File: config.mk
export PLATFORM = sky130hd
export DESIGN_NAME = ber_tlv_stream_parser_flat
export DESIGN_NICKNAME = d
export VERILOG_FILES = /design/src/rtl/bts_pkg.sv /design/src/rtl/bts_if.sv /design/src/rtl/bts_front.sv /design/src/rtl/bts_back.sv /design/src/rtl/ber_tlv_stream_parser.sv /design/src/flat_wrapper.sv
export VERILOG_INCLUDE_DIRS = /design/src /design/src/rtl
export SDC_FILE = /design/constraint.sdc
export NUM_CORES = 1
export LEC_CHECK = 0
export ABC_AREA = 1
export BUFFER_PORTS_ARGS = -buffer_cell sky130_fd_sc_hd__buf_2
export CORE_ASPECT_RATIO = 0.75
export CORE_UTILIZATION = 45
export CTS_CLUSTER_SIZE = 16
export DETAILED_ROUTE_END_ITERATION = 8
export PLACE_DENSITY = 0.59
export SYNTH_ARGS = -nofsm -noshare
export SYNTH_HDL_FRONTEND = slang
export SYNTH_SLANG_ARGS = --single-unit
File: constraint.sdc
create_clock -name i_clk -period 7.35 [get_ports i_clk]
set_clock_uncertainty 0.2 [all_clocks]
set_input_delay 2.205 -clock i_clk [delete_from_list [all_inputs] [get_ports i_clk]]
set_output_delay 2.205 -clock i_clk [all_outputs]
set_load 0.01 [all_outputs]
File: src/rtl/ber_tlv_stream_parser_assert.svh
// Assertion macros used by the BER-TLV stream parser top level.
`ifndef BER_TLV_STREAM_PARSER_ASSERT_SVH
`define BER_TLV_STREAM_PARSER_ASSERT_SVH

// Same-cycle implication, checked out of reset.
`define BTS_ASSERT_NOW(lbl, ante, cons, msg) \
    lbl: assert property (@(posedge i_clk) disable iff (!i_rst_n) (ante) |-> (cons)) \
        else $error(msg);

// Next-cycle implication, checked out of reset.
`define BTS_ASSERT_NEXT(lbl, ante, cons, msg) \
    lbl: assert property (@(posedge i_clk) disable iff (!i_rst_n) (ante) |=> (cons)) \
        else $error(msg);

`endif

File: src/rtl/bts_pkg.sv
// Types and constants shared by the BER-TLV stream parser modules.
package bts_pkg;

    localparam logic [4:0]  TAG_EXT_CODE  = 5'h1F;
    localparam logic [7:0]  LEN_LONG_ONE  = 8'h81;
    localparam logic [7:0]  LEN_LONG_TWO  = 8'h82;
    localparam logic [15:0] MAX_LEN_RESET = 16'd4096;

    localparam logic [1:0] ST_OK          = 2'd0;
    localparam logic [1:0] ST_UNSUPPORTED = 2'd1;
    localparam logic [1:0] ST_OVERRUN     = 2'd2;

    typedef enum logic [5:0] {
        PH_TAG_FIRST = 6'b000001,
        PH_TAG_NEXT  = 6'b000010,
        PH_LEN_FIRST = 6'b000100,
        PH_LEN_NEXT  = 6'b001000,
        PH_VALUE     = 6'b010000,
        PH_IDLE      = 6'b100000
    } t_phase;

    // Byte classification done by the front end.
    typedef struct packed {
        logic tag_more;   // low five bits all set
        logic hi_bit;     // bit 7 set
        logic long_form;  // one of the supported long length forms
    } t_byte_class;

    typedef struct packed {
        logic [7:0]  data_byte;
        logic        first_byte;
        t_byte_class cls;
    } t_item;

    typedef struct packed {
        logic [23:0] tag_value;
        logic [1:0]  tag_bytes;
        logic [15:0] value_length;
        logic [15:0] element_offset;
        logic        is_outer;
        logic        last_element;
        logic [1:0]  status;
    } t_result;

endpackage

File: src/rtl/bts_if.sv
// Stream interfaces for the input bytes and the parsed header results.
interface bts_in_if;
    logic       valid;
    logic       ready;
    logic [7:0] data_byte;
    logic       first_byte;

    modport source (output valid, output data_byte, output first_byte, input ready);
    modport sink   (input valid, input data_byte, input first_byte, output ready);
endinterface

interface bts_out_if;
    logic        valid;
    logic        ready;
    logic [23:0] tag_value;
    logic [1:0]  tag_bytes;
    logic [15:0] value_length;
    logic [15:0] element_offset;
    logic        is_outer;
    logic        last_element;
    logic [1:0]  status;

    modport source (output valid, output tag_value, output tag_bytes, output value_length,
                    output element_offset, output is_outer, output last_element,
                    output status, input ready);
    modport sink   (input valid, input tag_value, input tag_bytes, input value_length,
                    input element_offset, input is_outer, input last_element,
                    input status, output ready);
endinterface

File: src/rtl/bts_front.sv
// Front end: accepts bytes, classifies them and queues them for the parser.
module bts_front
    import bts_pkg::*;
#(
    parameter int DEPTH = 2
) (
    input  logic       i_clk,
    input  logic       i_rst_n,
    bts_in_if.sink     i_in,
    output logic       o_item_valid,
    input  logic       i_item_ready,
    output t_item      o_item
);

    localparam int PTR_W = (DEPTH > 1) ? $clog2(DEPTH) : 1;
    localparam int CNT_W = $clog2(DEPTH + 1);

    t_item              r_queue [DEPTH];
    logic [PTR_W-1:0]   r_wr_ptr;
    logic [PTR_W-1:0]   r_rd_ptr;
    logic [CNT_W-1:0]   r_count;
    logic [PTR_W-1:0]   n_wr_ptr;
    logic [PTR_W-1:0]   n_rd_ptr;
    logic [CNT_W-1:0]   n_count;
    logic               w_push;
    logic               w_pop;
    t_item              w_new;

    assign i_in.ready   = (r_count != CNT_W'(DEPTH));
    assign w_push       = i_in.valid && i_in.ready;
    assign o_item_valid = (r_count != '0);
    assign w_pop        = o_item_valid && i_item_ready;
    assign o_item       = r_queue[r_rd_ptr];

    always_comb begin
        w_new.data_byte     = i_in.data_byte;
        w_new.first_byte    = i_in.first_byte;
        w_new.cls.tag_more  = (i_in.data_byte[4:0] == TAG_EXT_CODE);
        w_new.cls.hi_bit    = i_in.data_byte[7];
        w_new.cls.long_form = (i_in.data_byte == LEN_LONG_ONE) ||
                              (i_in.data_byte == LEN_LONG_TWO);
    end

    always_comb begin
        n_wr_ptr = r_wr_ptr;
        n_rd_ptr = r_rd_ptr;
        n_count  = r_count;
        if (w_push) begin
            n_wr_ptr = (r_wr_ptr == PTR_W'(DEPTH - 1)) ? '0 : r_wr_ptr + 1'b1;
        end
        if (w_pop) begin
            n_rd_ptr = (r_rd_ptr == PTR_W'(DEPTH - 1)) ? '0 : r_rd_ptr + 1'b1;
        end
        if (w_push && !w_pop) begin
            n_count = r_count + 1'b1;
        end else if (w_pop && !w_push) begin
            n_count = r_count - 1'b1;
        end
    end

    always_ff @(posedge i_clk) begin
        if (!i_rst_n) begin
            r_wr_ptr <= '0;
            r_rd_ptr <= '0;
            r_count  <= '0;
        end else begin
            r_wr_ptr <= n_wr_ptr;
            r_rd_ptr <= n_rd_ptr;
            r_count  <= n_count;
        end
    end

    always_ff @(posedge i_clk) begin
        if (w_push) begin
            r_queue[r_wr_ptr] <= w_new;
        end
    end

endmodule

File: src/rtl/bts_back.sv
// Back end: runs the TLV header state machine and holds the result register.
module bts_back
    import bts_pkg::*;
(
    input  logic        i_clk,
    input  logic        i_rst_n,
    input  logic [15:0] i_max_len,
    input  logic        i_item_valid,
    output logic        o_item_ready,
    input  t_item       i_item,
    bts_out_if.source   o_out
);

    t_phase      r_phase,     c_phase,     n_phase;
    logic        r_outer,     c_outer,     n_outer;
    logic [23:0] r_tag,       c_tag,       n_tag;
    logic [1:0]  r_tag_cnt,   c_tag_cnt,   n_tag_cnt;
    logic [15:0] r_len,       c_len,       n_len;
    logic [1:0]  r_len_left,  c_len_left,  n_len_left;
    logic [16:0] r_offset,    c_offset,    n_offset;
    logic [15:0] r_elem,      c_elem,      n_elem;
    logic [15:0] r_outer_len, c_outer_len, n_outer_len;
    logic [15:0] r_val_left,  c_val_left,  n_val_left;

    logic        w_pop;
    logic        w_done;
    logic        w_bad;
    logic [17:0] w_end;
    logic [7:0]  w_b;
    t_result     w_res;
    t_result     r_out;
    logic        r_out_valid;

    assign o_item_ready = !r_out_valid || o_out.ready;
    assign w_pop        = i_item_valid && o_item_ready;
    assign w_b          = i_item.data_byte;

    always_comb begin
        // A restart byte sees the cleared parse state.
        if (i_item.first_byte) begin
            c_phase     = PH_TAG_FIRST;
            c_outer     = 1'b1;
            c_tag       = '0;
            c_tag_cnt   = '0;
            c_len       = '0;
            c_len_left  = '0;
            c_offset    = '0;
            c_elem      = '0;
            c_outer_len = '0;
            c_val_left  = '0;
        end else begin
            c_phase     = r_phase;
            c_outer     = r_outer;
            c_tag       = r_tag;
            c_tag_cnt   = r_tag_cnt;
            c_len       = r_len;
            c_len_left  = r_len_left;
            c_offset    = r_offset;
            c_elem      = r_elem;
            c_outer_len = r_outer_len;
            c_val_left  = r_val_left;
        end

        n_phase     = c_phase;
        n_outer     = c_outer;
        n_tag       = c_tag;
        n_tag_cnt   = c_tag_cnt;
        n_len       = c_len;
        n_len_left  = c_len_left;
        n_offset    = c_offset;
        n_elem      = c_elem;
        n_outer_len = c_outer_len;
        n_val_left  = c_val_left;
        w_done      = 1'b0;
        w_bad       = 1'b0;
        w_end       = '0;
        w_res       = '0;

        if (c_phase != PH_IDLE) begin
            if (!c_outer) begin
                if (c_phase == PH_TAG_FIRST) begin
                    n_elem = c_offset[15:0];
                end
                n_offset = c_offset + 17'd1;
            end

            unique case (c_phase)
                PH_TAG_FIRST: begin
                    n_tag      = {16'd0, w_b};
                    n_tag_cnt  = 2'd1;
                    n_len      = '0;
                    n_len_left = '0;
                    n_phase    = i_item.cls.tag_more ? PH_TAG_NEXT : PH_LEN_FIRST;
                end
                PH_TAG_NEXT: begin
                    n_tag     = {c_tag[15:0], w_b};
                    n_tag_cnt = c_tag_cnt + 2'd1;
                    // Only the second tag byte may ask for a third.
                    n_phase   = (c_tag_cnt == 2'd1 && w_b[7]) ? PH_TAG_NEXT : PH_LEN_FIRST;
                end
                PH_LEN_FIRST: begin
                    if (!i_item.cls.hi_bit) begin
                        n_len  = {8'd0, w_b};
                        w_done = 1'b1;
                    end else if (i_item.cls.long_form) begin
                        n_len      = '0;
                        n_len_left = w_b[1:0];
                        n_phase    = PH_LEN_NEXT;
                    end else begin
                        w_done = 1'b1;
                        w_bad  = 1'b1;
                    end
                end
                PH_LEN_NEXT: begin
                    n_len = {c_len[7:0], w_b};
                    if (c_len_left != 2'd0) begin
                        n_len_left = c_len_left - 2'd1;
                    end
                    if (n_len_left == 2'd0) begin
                        w_done = 1'b1;
                    end
                end
                PH_VALUE: begin
                    if (c_val_left != 16'd0) begin
                        n_val_left = c_val_left - 16'd1;
                    end
                    if (n_val_left == 16'd0) begin
                        n_phase = (n_offset >= {1'b0, c_outer_len}) ? PH_IDLE : PH_TAG_FIRST;
                    end
                end
                default: begin
                    n_phase = PH_IDLE;
                end
            endcase

            if (w_done) begin
                w_end                = {1'b0, n_offset} + {2'b00, n_len};
                w_res.tag_value      = n_tag;
                w_res.tag_bytes      = n_tag_cnt;
                w_res.value_length   = n_len;
                w_res.element_offset = c_outer ? 16'd0 : n_elem;
                w_res.is_outer       = c_outer;
                if (w_bad) begin
                    w_res.value_length = '0;
                    w_res.last_element = 1'b1;
                    w_res.status       = ST_UNSUPPORTED;
                    n_phase            = PH_IDLE;
                end else if (c_outer) begin
                    if (n_len > i_max_len) begin
                        w_res.last_element = 1'b1;
                        w_res.status       = ST_OVERRUN;
                        n_phase            = PH_IDLE;
                    end else begin
                        w_res.last_element = (n_len == 16'd0);
                        w_res.status       = ST_OK;
                        n_outer_len        = n_len;
                        n_offset           = '0;
                        n_outer            = 1'b0;
                        n_phase            = (n_len == 16'd0) ? PH_IDLE : PH_TAG_FIRST;
                    end
                end else begin
                    if (w_end > {2'b00, c_outer_len}) begin
                        w_res.last_element = 1'b1;
                        w_res.status       = ST_OVERRUN;
                        n_phase            = PH_IDLE;
                    end else begin
                        w_res.last_element = (w_end == {2'b00, c_outer_len});
                        w_res.status       = ST_OK;
                        n_val_left         = n_len;
                        if (n_len != 16'd0) begin
                            n_phase = PH_VALUE;
                        end else begin
                            n_phase = w_res.last_element ? PH_IDLE : PH_TAG_FIRST;
                        end
                    end
                end
            end
        end
    end

    always_ff @(posedge i_clk) begin
        if (!i_rst_n) begin
            r_phase     <= PH_TAG_FIRST;
            r_outer     <= 1'b1;
            r_tag       <= '0;
            r_tag_cnt   <= '0;
            r_len       <= '0;
            r_len_left  <= '0;
            r_offset    <= '0;
            r_elem      <= '0;
            r_outer_len <= '0;
            r_val_left  <= '0;
            r_out_valid <= 1'b0;
        end else begin
            if (w_pop) begin
                r_phase     <= n_phase;
                r_outer     <= n_outer;
                r_tag       <= n_tag;
                r_tag_cnt   <= n_tag_cnt;
                r_len       <= n_len;
                r_len_left  <= n_len_left;
                r_offset    <= n_offset;
                r_elem      <= n_elem;
                r_outer_len <= n_outer_len;
                r_val_left  <= n_val_left;
            end
            if (o_item_ready) begin
                r_out_valid <= w_pop && w_done;
            end
        end
    end

    always_ff @(posedge i_clk) begin
        if (w_pop && w_done) begin
            r_out <= w_res;
        end
    end

    assign o_out.valid          = r_out_valid;
    assign o_out.tag_value      = r_out.tag_value;
    assign o_out.tag_bytes      = r_out.tag_bytes;
    assign o_out.value_length   = r_out.value_length;
    assign o_out.element_offset = r_out.element_offset;
    assign o_out.is_outer       = r_out.is_outer;
    assign o_out.last_element   = r_out.last_element;
    assign o_out.status         = r_out.status;

endmodule

File: src/rtl/ber_tlv_stream_parser.sv
// A finished header passes through the byte queue and the result register before it shows on the output.
// Throughput: one byte per cycle; the parser consumes one queued byte per cycle and
// stalls only while a finished result waits in the output register.
// The byte queue between front and back holds QUEUE_DEPTH entries.
// Reset (synchronous, active low) empties the queue, drops any result, sets the parser
// to expect an outer tag and loads the maximum outer length with 4096.
`include "ber_tlv_stream_parser_assert.svh"

// Top level of the BER-TLV stream parser.
module ber_tlv_stream_parser
    import bts_pkg::*;
#(
    parameter int QUEUE_DEPTH = 2
) (
    input  logic        i_clk,
    input  logic        i_rst_n,
    input  logic        i_cfg_we,
    input  logic [15:0] i_cfg_wdata,
    bts_in_if.sink      i_in,
    bts_out_if.source   o_out
);

    logic [15:0] r_max_len;
    logic        w_item_valid;
    logic        w_item_ready;
    t_item       w_item;

    always_ff @(posedge i_clk) begin
        if (!i_rst_n) begin
            r_max_len <= MAX_LEN_RESET;
        end else if (i_cfg_we) begin
            r_max_len <= i_cfg_wdata;
        end
    end

    bts_front #(
        .DEPTH (QUEUE_DEPTH)
    ) u_front (
        .i_clk        (i_clk),
        .i_rst_n      (i_rst_n),
        .i_in         (i_in),
        .o_item_valid (w_item_valid),
        .i_item_ready (w_item_ready),
        .o_item       (w_item)
    );

    bts_back u_back (
        .i_clk        (i_clk),
        .i_rst_n      (i_rst_n),
        .i_max_len    (r_max_len),
        .i_item_valid (w_item_valid),
        .o_item_ready (w_item_ready),
        .i_item       (w_item),
        .o_out        (o_out)
    );

    // An error result always closes the message.
    `BTS_ASSERT_NOW(a_error_is_last, o_out.valid && (o_out.status != ST_OK), o_out.last_element, "error result without last_element")
    // The outer header always reports offset zero.
    `BTS_ASSERT_NOW(a_outer_offset, o_out.valid && o_out.is_outer, o_out.element_offset == 16'd0, "outer result with nonzero offset")
    // A result that is taken is not shown again unless the parser finished another header.
    `BTS_ASSERT_NEXT(a_no_repeat, o_out.valid && o_out.ready && !(w_item_valid && w_item_ready), !o_out.valid, "result repeated without a new transaction")

endmodule

File: src/flat_wrapper.sv
// flat-port wrapper written by rule: the top's interface ports become plain ports
module ber_tlv_stream_parser_flat import bts_pkg::*;
#(
    parameter int QUEUE_DEPTH = 2
)
  (i_clk, i_rst_n, i_cfg_we, i_cfg_wdata, i_in_valid, i_in_data_byte, i_in_first_byte, i_in_ready, o_out_valid, o_out_tag_value, o_out_tag_bytes, o_out_value_length, o_out_element_offset, o_out_is_outer, o_out_last_element, o_out_status, o_out_ready);
  bts_in_if i_in_i ();
  bts_out_if o_out_i ();
  input  logic i_clk;
  input  logic i_rst_n;
  input  logic i_cfg_we;
  input  logic [15:0] i_cfg_wdata;
  input wire logic [$bits(i_in_i.valid)-1:0] i_in_valid;
  input wire logic [$bits(i_in_i.data_byte)-1:0] i_in_data_byte;
  input wire logic [$bits(i_in_i.first_byte)-1:0] i_in_first_byte;
  output wire logic [$bits(i_in_i.ready)-1:0] i_in_ready;
  output wire logic [$bits(o_out_i.valid)-1:0] o_out_valid;
  output wire logic [$bits(o_out_i.tag_value)-1:0] o_out_tag_value;
  output wire logic [$bits(o_out_i.tag_bytes)-1:0] o_out_tag_bytes;
  output wire logic [$bits(o_out_i.value_length)-1:0] o_out_value_length;
  output wire logic [$bits(o_out_i.element_offset)-1:0] o_out_element_offset;
  output wire logic [$bits(o_out_i.is_outer)-1:0] o_out_is_outer;
  output wire logic [$bits(o_out_i.last_element)-1:0] o_out_last_element;
  output wire logic [$bits(o_out_i.status)-1:0] o_out_status;
  input wire logic [$bits(o_out_i.ready)-1:0] o_out_ready;
  assign i_in_i.valid = i_in_valid;
  assign i_in_i.data_byte = i_in_data_byte;
  assign i_in_i.first_byte = i_in_first_byte;
  assign i_in_ready = i_in_i.ready;
  assign o_out_valid = o_out_i.valid;
  assign o_out_tag_value = o_out_i.tag_value;
  assign o_out_tag_bytes = o_out_i.tag_bytes;
  assign o_out_value_length = o_out_i.value_length;
  assign o_out_element_offset = o_out_i.element_offset;
  assign o_out_is_outer = o_out_i.is_outer;
  assign o_out_last_element = o_out_i.last_element;
  assign o_out_status = o_out_i.status;
  assign o_out_i.ready = o_out_ready;
  ber_tlv_stream_parser #(.QUEUE_DEPTH(QUEUE_DEPTH)) u_core (.i_clk(i_clk), .i_rst_n(i_rst_n), .i_cfg_we(i_cfg_we), .i_cfg_wdata(i_cfg_wdata), .i_in(i_in_i), .o_out(o_out_i));
endmodule
==> flow_summary.toml, run 1 <==
[run_status]
status = "finished, final reports clean"

[cells_and_area]
multi_input_area_um2 = 6660
register_area_um2 = 5290
drive_gt1_frac = 0.110
syn_to_final_growth_pct = 12.1
finish.utilization = 0.512
mostFrequentLayoutCell = "nand2_1"
nets = 1988
fill_cells = 2894
final_area_um2 = 14900
layout_common_cells = "nand2_1 (420), inv_1 (252), nor2_1 (158)"
diodes = 0

[synthesis]
synth-edff-count = 84
seq_area_frac_synth = 0.398
synth_ff_type = "dfxtp_1"
synth_top_area_cell = "dfxtp_1"
netlist.area_leader.share = 0.208
yosys_register_bits = 222
synthDistinctLibCells = 52
netlist_top_cells_area = "dfxtp_1 (21%), edfxtp_1 (19%), nand2_1 (12%), inv_1 (7.2%), ha_1 (6.1%)"
syn_area_per_cell_um2 = 7.24
syn_inst = 1833
async_flop_share = 0
synth_area_um2 = 13300
yosysWarnings = 0
synth_nets = 1928

[global_routing]
grt_pass1_wl_mm = 64.2
grt_max_degree = 102
gr-total-overflow = 0
grt_pass1_vias = 11400
antenna_found_initial = 1
grt.total_usage = 0.274

[placement]
dp.final_hpwl_mm = 29.3
io_buffers = 93
place.gp.congestion = 0.939
place_area_um2 = 14100

[worst_setup_path]
cp.arrival_ns = 6.98
critPathKind = "flip-flop to flip-flop"
critPathMaxFanout = 21
max_stage_delay_ns = 0.59
slowest_stage = "dfxtp_1"
endpoint_kind = "flip-flop"
worst_path_most_repeated_cell = "nand2_1"
start_kind = "flip-flop"
worstPathRequired_ns = 7.64

[timing]
setup_violations = 0
relSlewSlack = 0.239
rsz0062_at_grt = "false"
drv_slew = 0
fin_crit_sh = 0.910
finalCriticalPeriod_ns = 6.69
worstMarginPinSlew_ns = 1.14
max_freq_ghz = 0.150
hold_viol_final = 0
fin_tns_setup_ns = 0

[drt]
drc = 0
first_pass_iters = 5
drtIter0Drc = 1066
vias = 12500
vias_per_cell = 5.43
ant_nets = 0
post_drt_wl_per_cell_um = 18.0
drt_wl_total_mm = 41.4

[clock_network]
holdBufCountCts = 0
cts_setup_buffers = 0
cts_tree = "yes"
numCtsBuffers = 24
cts_root_buf = "clkbuf_16"
cts.sinks = 222
clockBufferDepth = 3
htreeDepth = 1
clk_pin_slew_worst_paths_ns = 0.06
insertion_delay_ns = 0.55
ctsResizeCount = 0

[power_and_ir_drop]
irDropWorstVdd_v = 0.000228
p_leak_nw = 6.64
power_density_nw_per_um2 = 388

[floorplan]
start_util = 0.457
die_h_um = 151
dieArea_um2 = 30200
rows = 54
coreArea_um2 = 29100
chipWidth_um = 200
io_pins = 94

[worst_hold_path]
hold_class = "flip-flop to flip-flop"

[job]
cap_violations = 0
==> state kept, by name (all words and copies together), names as in the netlist, 6 cells and up, named ones only <==
name	cells
u_core.r_max_len	16
u_core.u_back.o_out.element_offset	16
u_core.u_back.o_out.tag_value	24
u_core.u_back.o_out.value_length	16
u_core.u_back.r_elem	16
u_core.u_back.r_len	16
u_core.u_back.r_offset	17
u_core.u_back.r_outer_len	16
u_core.u_back.r_phase	6
u_core.u_back.r_tag	24
u_core.u_back.r_val_left	16
u_core.u_front.r_queue	22
==> logic make-up after synthesis <==
group | share of synthesized area
simple gates | 0.250
compound gates | 0.161
buf+inv | 0.102
flops | 0.398
fa+ha+maj | 0.0613
xor+xnor | 0.0256
mux | 0.000754
==> report_power, final <==
| group | switching, mW | total (mW) | internal (mW) |
|---|---|---|---|
| Sequential | 0.150 | 1.69 | 1.54 |
| Combinational | 2.01 | 2.87 | 0.867 |
| Clock | 0.525 | 1.21 | 0.683 |
| Total | 2.68 | 5.77 | 3.09 |
==> path summary, 6_finish.rpt <==
| kind | from | to | slack (ns) | cells after the start |
|---|---|---|---|---|
| max | flip-flop | u_core.u_back.r_val_left[0] | 0.66 | 33 |
| min | u_core.u_front.r_rd_ptr | u_core.u_front.r_rd_ptr | 0.25 | 1 |
| max reg2reg | flip-flop | u_core.u_back.r_val_left[0] | 0.66 | 33 |
| min reg2reg | u_core.u_front.r_rd_ptr | u_core.u_front.r_rd_ptr | 0.25 | 1 |
==> worst max-delay path: cells and delay by family (launching register included) <==
family          cells  cell delay, ns
simple gates       21            3.37
buf+inv             5            0.62
fa+ha+maj           2            0.66
flops               1            0.59
xor+xnor            1            0.07
compound gates      4            1.09
==> routing by layer <==
layer,share of wire,vias to the layer above,GRT usage
li1,-,6185,-
met1,0.49,5873,0.401
met2,0.42,395,0.409
met3,0.067,59,0.0491
met4,0.027,0,0.0802
met5,0,-,0
==> stage by stage <==
stage	total power, mW	hold slack [ns]	std cells	setup slack (ns)
after floorplan	3.77	0.226	1833	1.12
after global placement	4.48	0.237	2259	0.948
after detailed placement	4.52	0.247	2259	0.847
after CTS	5.75	0.253	2303	0.836
after global routing	6.18	0.276	2303	0.114
final	5.77	0.254	2303	0.662
==> final cells by class <==
cell class	count	area share
Inverter	263	0.0665
Clock buffer	29	0.0423
Sequential cell	222	0.355
Tap cell	392	0.0330
Timing Repair Buffer	121	0.0463
Multi-Input combinational cell	1261	0.447
Clock inverter	15	0.00925
==> cells in the mapped netlist (2+ instances only) <==
cell type    n
ha_1        65
inv_2        7
dfxtp_1    138
buf_1       10
a211oi_1     4
nor2_1     159
buf_2        9
nor3_2       2
nand2_1    420
edfxtp_1    84
buf_6        4
clkbuf_1    64
a22oi_1      9
a21oi_1    140
nand3b_1     3
o21ai_0    128
o21bai_1     2
o21ai_1      4
a31oi_1     27
xnor2_1      8
nand2_2     15
nand3_2      6
xor2_1      29
nor3_1      21
nand2_4      2
o21a_1       2
o22ai_1     11
nor4_1       7
a21boi_0     4
nand4_1     18
o211ai_1    39
clkinv_1     2
o32ai_1      2
nor2_2       9
inv_1      253
nand3_1    110
(Power assumes the default switching activity.)
==> run 2: changes to the inputs <==
==> constraint.sdc (replaced) <==
create_clock -name i_clk -period 7.5 [get_ports i_clk]
set_clock_uncertainty 0.2 [all_clocks]
set_input_delay 2.25 -clock i_clk [delete_from_list [all_inputs] [get_ports i_clk]]
set_output_delay 2.25 -clock i_clk [all_outputs]
set_load 0.01 [all_outputs]
==> run 2 against run 1 <==
Net effect:
- combinational power is 2% lower
- sequential power about the same
- non-clock buffer count up 2
- cell count about the same
- register-to-register slack got worse by 0.05 ns
- largest cell class unchanged
- critical path depth down 1
- highest routed layer unchanged
- routed wire length rose by 0.74%
==> flow_summary.toml, run 2 (synthesized netlist as in run 1, its figures left out) <==
[worst_hold_path]
min_path_cells = 2
hold_class = "flip-flop to flip-flop"

[worst_setup_path]
critPathKind = "flip-flop to flip-flop"
worst_path_most_repeated_cell = "nand2_1"
slowest_stage = "dfxtp_1"
start_kind = "flip-flop"
endpoint_kind = "flip-flop"
max_stage_delay_ns = 0.58
ff2ff_path_depth = 32
cp_num_buf_inv = 5
critPathMaxFanout = 23
worstPathRequired_ns = 7.79
cpLargestDelayFamily = "simple AND/OR/NAND/NOR gates"
cp.arrival_ns = 7.18
crit_cells = 32

[timing]
worstMarginPinSlew_ns = 1.13
hold_viol_final = 0
fin_ws_ns = 0.612
setup_violations = 0
relSlewSlack = 0.242
fin_crit_sh = 0.918
fin_tns_setup_ns = 0
max_freq_ghz = 0.145
rsz0062_at_grt = "false"
drv_slew = 0
finalCriticalPeriod_ns = 6.89

[clock_network]
cts_tree = "yes"
clockBufferDepth = 3
holdBufCountCts = 0
numCtsBuffers = 24
htreeDepth = 1
cts_setup_buffers = 0
ctsResizeCount = 0
insertion_delay_ns = 0.55
cts.sinks = 222
clk_pin_slew_worst_paths_ns = 0.06
cts_root_buf = "clkbuf_16"

[global_routing]
gr-total-overflow = 0
antenna_found_initial = 0
grt_pass1_vias = 11600
grt.total_usage = 0.275
grt_pass1_wl_mm = 65.1
grt_max_degree = 80

[floorplan]
io_pins = 94
rows = 54
start_util = 0.457
dieArea_um2 = 30200
coreArea_um2 = 29100
die_h_um = 151
chipWidth_um = 200

[drt]
drtIter0Drc = 1045
drc = 0
drt_wl_total_mm = 41.7
ant_nets = 0
first_pass_iters = 6
post_drt_wl_per_cell_um = 18.1
vias = 12500
vias_per_cell = 5.43

[cells_and_area]
nets = 1990
syn_to_final_growth_pct = 12.7
drive_gt1_frac = 0.112
multi_input_area_um2 = 6660
layout_common_cells = "nand2_1 (420), inv_1 (252), nor2_1 (158)"
fill_cells = 2945
diodes = 0
register_area_um2 = 5290
mostFrequentLayoutCell = "nand2_1"

[power_and_ir_drop]
irDropWorstVdd_v = 0.000374
p_leak_nw = 6.69
power_density_nw_per_um2 = 386

[run_status]
status = "finished, final reports clean"

[placement]
place_ws_ns = 0.892
dp.final_hpwl_mm = 29.6
place.gp.congestion = 0.945
io_buffers = 93

[job]
cap_violations = 0
## run 2: cell types whose count changed in the layout (fill, tap and decap cells not counted)
| cell | delta |
|---|---|
| clkbuf_8 | +3 |
| clkinv_2 | -3 |
| buf_4 | +3 |
| clkinv_1 | -3 |
| clkbuf_16 | +3 |
| clkinvlp_4 | -1 |
| inv_6 | -1 |
| buf_12 | -1 |
| clkbuf_2 | +2 |
## run 2: stage by stage
step           power, mW  instance area [µm²]  hold slack [ns]  utilization  std cells
2_1_floorplan       3.69                13300            0.226            -       1833
3_3_place_gp        4.40                14100            0.237        0.486       2261
3_5_place_dp        4.45                14100            0.248        0.486       2261
4_1_cts             5.75                15000            0.266        0.515       2305
5_1_grt             6.17                15000            0.282        0.515       2305
6_report            5.77                15000            0.261        0.515       2305
## run 2: worst reg2reg max path, delay by kind of cell (launching register included)
| kind | cells | cell delay, ns |
|---|---|---|
| AND/OR/NAND/NOR | 19 | 3.42 |
| XOR/XNOR | 2 | 0.51 |
| buffers and inverters | 5 | 0.64 |
| AO/OA/AOI/OAI | 3 | 0.64 |
| adder cells (fa/ha/maj) | 3 | 0.86 |
| flip-flops | 1 | 0.58 |
## run 2: area by class of cell
class | count | area share
timing repair buffer | 123 | 0.0462
clock inverter | 7 | 0.00636
sequential | 222 | 0.353
tap | 392 | 0.0328
inverter | 263 | 0.0661
clock buffer | 37 | 0.0505
multi-input combinational | 1261 | 0.445
## run 2: routing by layer
layer / vias up / track usage / part of all wire
li1: 6179 / - / -
met1: 5788 / 0.390 / 0.47
met2: 481 / 0.428 / 0.43
met3: 78 / 0.0461 / 0.077
met4: 0 / 0.0809 / 0.027
met5: - / 0 / 0
## run 2: final timing paths
path / startpoint / end / slack, ns
worst max-delay path: flip-flop / u_core.u_back.r_val_left[1] / 0.61
worst min-delay path: u_core.r_max_len[1] / u_core.r_max_len[1] / 0.26
worst max register to register: flip-flop / u_core.u_back.r_val_left[1] / 0.61
worst min register to register: u_core.r_max_len[1] / u_core.r_max_len[1] / 0.26
## run 2: power by group
| group | total, mW | switching, mW | internal, mW |
|---|---|---|---|
| Sequential | 1.66 | 0.153 | 1.51 |
| Combinational | 2.82 | 1.97 | 0.851 |
| Clock | 1.29 | 0.523 | 0.765 |
==> run 3: changes to the inputs <==
--- a/config.mk
+++ b/config.mk
@@ -9,10 +9,10 @@
 export ABC_AREA = 1
 export BUFFER_PORTS_ARGS = -buffer_cell sky130_fd_sc_hd__buf_2
 export CORE_ASPECT_RATIO = 0.75
-export CORE_UTILIZATION = 45
+export CORE_UTILIZATION = 60
 export CTS_CLUSTER_SIZE = 16
 export DETAILED_ROUTE_END_ITERATION = 8
-export PLACE_DENSITY = 0.59
+export PLACE_DENSITY = 0.76
 export SYNTH_ARGS = -nofsm -noshare
 export SYNTH_HDL_FRONTEND = slang
 export SYNTH_SLANG_ARGS = --single-unit
==> run 3 against run 2 <==
Net effect:
- flip-flop and latch count is the same
- combinational power about the same
- clock power decreased by 4%
- design area decreased by 1.5%
- cell count shrank 5.0%
- first-iteration DRC count is 67% higher
- global-route usage rose by 5.8 points
- critical endpoint is now u_core.u_back.r_val_left[14]
- highest routed layer unchanged
==> flow_summary.toml, run 3 (synthesized netlist as in run 1, its figures left out) <==
[run_status]
status = "finished, final reports clean"

[drt]
maxUsedRoutingLayer = "met4"
drt_wl_total_mm = 38.4
wl_met3_mm = 4.04
ant_nets = 0
m1WireLength_mm = 17.4
wl_met2_mm = 16.1
drtIter0Drc = 1750
vias = 12600
vias_per_cell = 5.75
first_pass_iters = 6
drc = 0
post_drt_wl_per_cell_um = 17.5

[job]
cap_violations = 0

[timing]
max_freq_ghz = 0.147
fin_ws_ns = 0.718
hold_viol_final = 0
setup_violations = 0
worstMarginPinSlew_ns = 1.15
fin_crit_sh = 0.904
drv_slew = 0
finalCriticalPeriod_ns = 6.78
rsz0062_at_grt = "false"
fin_tns_setup_ns = 0
relSlewSlack = 0.231

[placement]
place_area_um2 = 13900
io_buffers = 93
dp.final_hpwl_mm = 26.8
place_inst = 2148
place_ws_ns = 0.997
place.gp.congestion = 0.950

[cells_and_area]
drive_gt1_frac = 0.109
nets = 1980
layout_common_cells = "nand2_1 (420), inv_1 (252), nor2_1 (158)"
fill_cells = 1880
fin_cells = 2190
diodes = 0
final_area_um2 = 14700
syn_to_final_growth_pct = 11.0
mostFrequentLayoutCell = "nand2_1"

[power_and_ir_drop]
p_leak_nw = 6.62
power_density_nw_per_um2 = 386
irDropWorstVdd_v = 0.000404

[floorplan]
start_util = 0.620
rows = 46
dieArea_um2 = 22700
die_h_um = 131
coreArea_um2 = 21400
io_pins = 94
chipWidth_um = 174

[clock_network]
holdBufCountCts = 0
insertion_delay_ns = 0.54
cts.sinks = 222
ctsResizeCount = 0
cts_root_buf = "clkbuf_16"
clk_pin_slew_worst_paths_ns = 0.07
htreeDepth = 1
cts_tree = "yes"
clockBufferDepth = 3
cts_setup_buffers = 0
numCtsBuffers = 23

[worst_setup_path]
worstPathRequired_ns = 7.78
endpoint_kind = "flip-flop"
slowest_stage = "nand2_2"
worst_path_most_repeated_cell = "nand2_1"
cp.arrival_ns = 7.06
critPathMaxFanout = 25
critPathKind = "flip-flop to flip-flop"
max_stage_delay_ns = 0.47
start_kind = "flip-flop"

[global_routing]
grt.total_usage = 0.333
grt_pass1_wl_mm = 60.3
gr-total-overflow = 0
antenna_found_initial = 0
grt_max_degree = 103
grt_pass1_vias = 11200

[worst_hold_path]
hold_class = "flip-flop to flip-flop"
run 3: cell count changes in the layout (fill, tap and decap cells not counted):
| cell | change |
|---|---|
| clkinvlp_4 | +2 |
| inv_8 | +1 |
| bufinv_16 | +1 |
| clkinv_1 | -1 |
| clkbuf_1 | -3 |
| clkinv_4 | +3 |
| inv_16 | +1 |
| clkinv_8 | -1 |
| clkbuf_16 | -4 |
| clkinv_2 | +1 |
| clkbuf_2 | -2 |
| buf_4 | -9 |
run 3: final cells by class:
class / count / area (µm²) / share of cell area
multi-input combinational: 1261 / 6660 / 0.452
tap: 288 / 360 / 0.0245
clock buffer: 28 / 634 / 0.0431
timing repair buffer: 114 / 623 / 0.0423
inverter: 263 / 990 / 0.0672
clock inverter: 14 / 183 / 0.0124
sequential: 222 / 5290 / 0.359
run 3: where the power goes:
part	internal, mW	leakage (nW)	total (mW)	switching, mW
combinational	0.843	4.30	2.79	1.95
sequential	1.51	1.92	1.66	0.155
clock	0.717	0.400	1.24	0.518
run 3: final timing paths:
kind | start | end | slack [ns] | depth (start not counted)
worst max-delay path | flip-flop | u_core.u_back.r_val_left[14] | 0.72 | 33
worst min-delay path | u_core.u_front.r_rd_ptr | flip-flop | 0.26 | 1
worst max register to register | flip-flop | u_core.u_back.r_val_left[14] | 0.72 | 33
worst min register to register | u_core.u_front.r_rd_ptr | flip-flop | 0.26 | 1
run 3: worst max-delay path: cells and delay by family (launching register included):
kind,cells,cell delay [ns]
compound gates,5,1.49
xor+xnor,1,0.07
fa+ha+maj,2,0.71
buf+inv,6,0.97
flops,1,0.45
simple gates,19,2.81
run 3: routing by layer:
| metal | global-route usage | vias to the layer above |
|---|---|---|
| met4 | 0.0779 | 0 |
| met2 | 0.514 | 635 |
| met1 | 0.484 | 5721 |
| met3 | 0.0613 | 89 |
| li1 | - | 6142 |
| met5 | 0 | - |
run 3: stage by stage:
step            util  hold slack (ns)  total power [mW]
5_1_grt        0.688            0.285              6.08
3_5_place_dp   0.650            0.248              4.37
4_1_cts        0.688            0.256              5.61
3_3_place_gp   0.650            0.238              4.32
2_1_floorplan      -            0.226              3.69
6_report       0.688            0.257              5.69
